$ cat config.mk
export PLATFORM = sky130hd
export DESIGN_NAME = tccw_ctrl
export DESIGN_NICKNAME = d
export VERILOG_FILES = /design/src/rtl/tccw_pkg.sv /design/src/rtl/tccw_ctrl.sv
export SDC_FILE = /design/constraint.sdc
export NUM_CORES = 1
export LEC_CHECK = 0
export ABC_AREA = 1
export BUFFER_PORTS_ARGS = -buffer_cell sky130_fd_sc_hd__buf_2
export CAP_MARGIN = 0
export CELL_PAD_IN_SITES_DETAIL_PLACEMENT = 1
export CELL_PAD_IN_SITES_GLOBAL_PLACEMENT = 1
export CORE_AREA = 3 3 40 42
export DETAILED_ROUTE_END_ITERATION = 6
export DIE_AREA = 0 0 43 45
export PLACE_DENSITY = 0.68
export RECOVER_POWER = 25
export SLEW_MARGIN = 10
export SYNTH_ARGS = -nofsm -noshare
export SYNTH_HDL_FRONTEND = slang
export SYNTH_SLANG_ARGS = --single-unit
$ cat constraint.sdc
create_clock -name clk_i -period 1.3 [get_ports clk_i]
set_input_delay 0.065 -clock clk_i [delete_from_list [all_inputs] [get_ports clk_i]]
set_output_delay 0.065 -clock clk_i [all_outputs]
set_load 0.005 [all_outputs]
$ cat src/rtl/tccw_pkg.sv
// Shared types, codes and default sizes for the text console character writer.
package tccw_pkg;

  // Default screen geometry
  localparam int DEF_COLUMNS   = 80;
  localparam int DEF_ROWS      = 25;
  localparam int DEF_TAB_WIDTH = 8;

  // Field widths
  localparam int KIND_W = 2;
  localparam int CODE_W = 8;
  localparam int ATTR_W = 8;
  localparam int IDX_W  = 11;
  localparam int CELL_W = 16;

  // Item kinds
  localparam logic [KIND_W-1:0] KIND_PUT   = 2'd0;
  localparam logic [KIND_W-1:0] KIND_READ  = 2'd1;
  localparam logic [KIND_W-1:0] KIND_CLEAR = 2'd2;

  // Character codes
  localparam logic [CODE_W-1:0] CH_BS        = 8'h08;
  localparam logic [CODE_W-1:0] CH_TAB       = 8'h09;
  localparam logic [CODE_W-1:0] CH_LF        = 8'h0A;
  localparam logic [CODE_W-1:0] CH_CR        = 8'h0D;
  localparam logic [CODE_W-1:0] CH_BLANK     = 8'h20;
  localparam logic [CODE_W-1:0] CH_PRINT_MAX = 8'h7F;

  // Attribute after reset
  localparam logic [ATTR_W-1:0] RESET_ATTR = 8'h0F;

  // Input word
  typedef struct packed {
    logic [KIND_W-1:0] kind;
    logic [CODE_W-1:0] char_code;
    logic [IDX_W-1:0]  cell_index;
  } in_word_t;

  // Result word
  typedef struct packed {
    logic [IDX_W-1:0]  cursor_index;
    logic [CELL_W-1:0] cell_value;
    logic              scrolled;
  } out_word_t;

  // Controller states
  typedef enum logic [2:0] {
    ST_INIT,
    ST_IDLE,
    ST_COPY_RD,
    ST_COPY_WR,
    ST_FILL,
    ST_DONE
  } ctrl_state_e;

  // Scan counter operations
  typedef enum logic [1:0] {
    SCAN_HOLD,
    SCAN_INC,
    SCAN_ZERO,
    SCAN_LAST_ROW
  } scan_op_e;

  // Commands from controller to datapath
  typedef struct packed {
    logic     accept;
    scan_op_e scan_op;
    logic     copy_rd;
    logic     copy_wr;
    logic     fill_wr;
    logic     fill_reset;
    logic     out_load;
  } cmd_t;

  // Status from datapath to controller
  typedef struct packed {
    logic [KIND_W-1:0] kind;
    logic              put_scroll;
    logic              scan_last_copy;
    logic              scan_last_fill;
    logic              out_free;
  } sts_t;

endpackage

$ cat src/rtl/tccw_ctrl.sv
// Controller state machine: sequences items, screen copy and fill passes.
module tccw_ctrl (
  input  logic           clk_i,
  input  logic           rst_ni,
  input  logic           in_valid_i,
  output logic           in_stall_o,
  input  tccw_pkg::sts_t sts_i,
  output tccw_pkg::cmd_t cmd_o
);

  tccw_pkg::ctrl_state_e state_q, state_d;

  // State register
  always_ff @(posedge clk_i or negedge rst_ni) begin
    if (!rst_ni) begin
      state_q <= tccw_pkg::ST_INIT;
    end else begin
      state_q <= state_d;
    end
  end

  // Next state
  always_comb begin
    state_d = state_q;
    case (state_q)
      tccw_pkg::ST_INIT: begin
        if (sts_i.scan_last_fill) state_d = tccw_pkg::ST_IDLE;
      end
      tccw_pkg::ST_IDLE: begin
        if (in_valid_i) begin
          case (sts_i.kind)
            tccw_pkg::KIND_PUT: begin
              state_d = sts_i.put_scroll ? tccw_pkg::ST_COPY_RD : tccw_pkg::ST_DONE;
            end
            tccw_pkg::KIND_CLEAR: state_d = tccw_pkg::ST_FILL;
            default:              state_d = tccw_pkg::ST_DONE;
          endcase
        end
      end
      tccw_pkg::ST_COPY_RD: state_d = tccw_pkg::ST_COPY_WR;
      tccw_pkg::ST_COPY_WR: begin
        state_d = sts_i.scan_last_copy ? tccw_pkg::ST_FILL : tccw_pkg::ST_COPY_RD;
      end
      tccw_pkg::ST_FILL: begin
        if (sts_i.scan_last_fill) state_d = tccw_pkg::ST_DONE;
      end
      tccw_pkg::ST_DONE: begin
        if (sts_i.out_free) state_d = tccw_pkg::ST_IDLE;
      end
      default: state_d = tccw_pkg::ST_INIT;
    endcase
  end

  // Commands
  always_comb begin
    cmd_o      = '0;
    in_stall_o = 1'b1;
    case (state_q)
      tccw_pkg::ST_INIT: begin
        cmd_o.fill_wr    = 1'b1;
        cmd_o.fill_reset = 1'b1;
        cmd_o.scan_op    = sts_i.scan_last_fill ? tccw_pkg::SCAN_ZERO : tccw_pkg::SCAN_INC;
      end
      tccw_pkg::ST_IDLE: begin
        in_stall_o   = 1'b0;
        cmd_o.accept = in_valid_i;
      end
      tccw_pkg::ST_COPY_RD: begin
        cmd_o.copy_rd = 1'b1;
      end
      tccw_pkg::ST_COPY_WR: begin
        cmd_o.copy_wr = 1'b1;
        cmd_o.scan_op = sts_i.scan_last_copy ? tccw_pkg::SCAN_LAST_ROW : tccw_pkg::SCAN_INC;
      end
      tccw_pkg::ST_FILL: begin
        cmd_o.fill_wr = 1'b1;
        cmd_o.scan_op = sts_i.scan_last_fill ? tccw_pkg::SCAN_ZERO : tccw_pkg::SCAN_INC;
      end
      tccw_pkg::ST_DONE: begin
        cmd_o.out_load = sts_i.out_free;
      end
      default: begin
        cmd_o = '0;
      end
    endcase
  end

endmodule

=== Yosys cells after proc, flatten, opt, wreduce, memory -nomap -nowiden ===
Cells that the tools add are included.

* Register bits after elaboration: 3
* Input bits: 9
* Output and inout bits: 9
* Word-level logic and storage cells: 33

* Equality and inequality tests: 10
* Multiplexer cells: 18
* Reductions and logical operators: 4

{| class="wikitable"
|+ Operators with widths
! cell !! number
|-
| $mux 3 || 6
|-
| $pmux 3 s6 || 1
|-
| $ne 2x2->1 const B || 4
|-
| $mux 1 || 7
|-
| $eq 3x2->1 const B || 2
|-
| $eq 3x3->1 const B || 2
|-
| $pmux 3 s2 || 1
|-
| $mux 2 || 2
|-
| $pmux 2 s2 || 1
|-
| $reduce_and 4->1 || 1
|-
| $eq 3x1->1 const B || 1
|-
| $logic_not 3->1 || 1
|-
| $eq 2x2->1 const B || 1
|-
| $logic_not 2->1 || 1
|-
| $reduce_or 2->1 || 1
|}

=== Longest topological paths before layout ===
* Word-level depth: 4
* Gate-level depth with buffers: 8
* Gate-level depth less buffers: 7

=== Worst setup path after synthesis ===
Ideal clock, no wire load.

* Path kind: register to register
* Start point: reg state_q[0]
* End point: reg state_q[2]
* Setup time: 0.116 ns
* Arrival time: 0.907 ns
* Required time: 1.184 ns
* Path slack: 0.276 ns
* Stages on the path, launching flop included: 8
* Path buffers: 1
* Clock period less this slack: 1.024 ns
* Cells stage by stage: dfrtp_1 -> buf_6 -> nor2_4 -> nand2_1 -> nand2_2 -> nor2_2 -> nand2_1 -> nand2_1

* Word-level cells in the longest chain between the ends: 3
* Elaborated cells on any way between the ends: 12
* Classes of those cells: eq/ne: 9; mux: 1; reduce/logical: 2

{| class="wikitable"
|+ Ends and longest elaborated chain
! what !! RTL line !! RTL
|-
| start: declaration || tccw_ctrl.sv:11 || <nowiki>tccw_pkg::ctrl_state_e state_q, state_d;</nowiki>
|-
| start signal: assignment || tccw_ctrl.sv:16 || <nowiki>state_q <= tccw_pkg::ST_INIT;</nowiki>
|-
| start signal: assignment || tccw_ctrl.sv:18 || <nowiki>state_q <= state_d;</nowiki>
|-
| $eq 3x3->1, or another cell as far along || tccw_ctrl.sv:25 || <nowiki>case (state_q)</nowiki>
|-
| $ne 2x2->1 (no source line) || n/a ||
|-
| $reduce_and 4->1 (no source line) || n/a ||
|}

Several ways; a longest one is shown, not always the timed one.
A chain may end at the register's enable or synchronous reset.

==> impl_metrics.tcl <==
set metrics [dict create \
    skew_ps 4.115 \
    finalHoldViolCount 0 \
    worst_ir_drop_vdd_mv 0.5105 \
    path_max_fanout 7 \
    yosys_warnings 0 \
    hold_class "in -> async" \
    grt_pass1_wl_um 1690 \
    ant_nets 0 \
    place_inst 84 \
    vias_per_cell 4.505 \
    cts_root_buf "clkbuf_4" \
    track_usage 0.1124 \
    wl_per_cell_um 10.88 \
    dieHeight_um 45 \
    fin_cells 91 \
    synth_area_um2 331.6 \
    crit_required_ps 1240 \
    antenna_found_initial 0 \
    tightest_slew_ps 207.6 \
    largest_register_ffs 3 \
    clk_pin_slew_ps 40 \
    powerDensity_nw_per_um2 2147 \
    synth_seq_cells 3 \
    die_area_um2 1935 \
    outcome "finished, final reports clean" \
    pre_cts_slack_ps 115.3 \
    synth.avg_cell_area_um2 6.140 \
    synth_cell_types 18 \
    setup_ws_ps 73.74 \
    clk_latency_ps 240 \
    drt_first_pass_iters 2 \
    grt_overflow_total 0 \
    cts_max_level 1 \
    fin_util 0.3720 \
    rsz0062_at_grt "yes" \
    crit_type "reg -> out" \
    grt_pass1_vias 426 \
    dpl.hpwl_um 763.6 \
    die_w_um 43 \
    dr_wl_met3_um 47 \
    setup_tns_ps 0 \
    relSlewSlack 0.8616 \
    regMostFlops "state_q" \
    drc_errors 0 \
    dr_wl_met2_um 499 \
    port_buffers 17 \
    wl_um 990 \
    grt_max_degree 9 \
    initialDrtViolationCount 3 \
    cts_tree "yes" \
    std_cell_rows 13 \
    place.gp.congestion 0.7193 \
    wl_met1_um 443 \
    dr.max_layer_used "met3" \
    numCtsBuffers 3 \
    critPathArrivalTime_ps 1160 \
    slew_violations 0 \
    crit_path_start_kind "register" \
    core_area_um2 1285 \
    finalSetupViolCount 0 \
    cpPeakStageDelay_ps 460 \
    p_leak_nw 0.2668 \
    drive_gt1_frac 0.5000 \
    max_freq_mhz 815.5 \
    power_w 0.001026 \
    initial_core_util 0.2580 \
    synth.yosys.seq_area_share 0.2264 \
    final_nets 86 \
    crit_path_end_kind "primary output" \
    clock_path_buffers 2 \
    areaGrowthSynthToFinish_pct 44.15 \
    vias 410 \
    slowest_stage "dfrtp_2" \
    cts.sinks 3 \
    synth_cells 54 \
    antenna_cells 0 \
    drv_cap 0 \
    fin_crit_ps 1226 \
    syn_nets 63 \
    period_share 0.9433 \
    io_pins 18 \
    reg_top3 "state_q x3" \
    path_cells "nor2_4, inv_1, o21ai_1, buf_2" \
]
-- placed cells by master, fill, tap and decap left out, drive strengths merged --
cell | Yosys | final
o21ai | 3 | 3
a21oi | 1 | 1
inv | 6 | 6
clkbuf | 0 | 5
buf | 2 | 18
nor2 | 16 | 16
nor3 | 1 | 1
nand4 | 1 | 1
dfrtp | 3 | 3
nand3 | 2 | 2
dlygate4sd3 | 0 | 1
nand2 | 19 | 19
-- synth_stat cells --
library cell,instances,area share
nand2_2,3,0.057
nand4_1,1,0.019
buf_6,1,0.034
nand3_1,2,0.030
nand2_1,15,0.17
nand2_4,1,0.034
a21oi_1,1,0.015
dfrtp_1,3,0.23
nor2_1,10,0.11
inv_1,4,0.045
inv_4,1,0.019
nor3_1,1,0.015
o21ai_0,2,0.030
nor2_2,4,0.075
nor2_4,2,0.068
o21ai_1,1,0.015
inv_2,1,0.011
buf_4,1,0.023
-- final timing paths --
check,end,slack [ps],cells after the start,startpoint
setup / recovery,cmd_o[6],70,4,state_q[1]
hold / removal,state_q[1],180,2,rst_ni
setup reg to reg,state_q[0],170,7,state_q[0]
hold reg to reg,state_q[2],640,2,state_q[2]
max in group asynchronous,state_q[2],940,2,rst_ni
min in group clk_i,state_q[1],210,4,sts_i[2]
-- repair_timing --
item / CTS / global route
hold buffers: 1 / 0
resized for setup: 2 / 6
pin swaps: 0 / 1
endpoints found under the setup margin: 3 / 4
hold endpoints to repair: 3 / 0
buffers inserted: 0 / 2
-- layout make-up --
type / instances / area, µm²
clock buffers: 4 / 26.28
flip-flops and latches: 3 / 78.83
well taps: 15 / 18.77
inverters: 6 / 27.53
repair buffers: 20 / 108.9
multi-input cells: 43 / 217.7
fillers: 186 / 807.0
-- kinds of logic (layout without fill, tap and decap cells) --
kind of cell | Yosys count | count (layout) | synth area share
AND/OR/NAND/NOR | 39 | 39 | 0.5811
buffers and inverters | 8 | 30 | 0.1321
flip-flops | 3 | 3 | 0.2264
AO/OA/AOI/OAI | 4 | 4 | 0.06035
-- metrics by stage --
step	area, µm²	hold WS (ps)
final	478.0	178.3
after global routing	478.0	193.8
after CTS	455.4	152.0
after global placement	416.7	-138.7
after detailed placement	416.7	-137.3
after floorplan	331.6	-230.6
-- layer usage --
metal,vias to the layer above,GRT usage
met5,-,0
met4,0,0.08434
met3,0,0.003984
met2,11,0.1886
met1,189,0.1373
li1,210,-
-- report_power, final --
group / switching [W] / internal, W
combinational: 0.000359 / 0.000260
clock: 0.0000532 / 0.000115
sequential: 0.000101 / 0.000138
total: 0.000513 / 0.000513
-- worst max-delay path, delay by kind of cell (launching register included) --
kind,cells,cell delay (ps)
flops,1,460
buf+inv,2,190
simple gates,1,170
compound gates,1,100
Power figures use the tool's default switching activity.
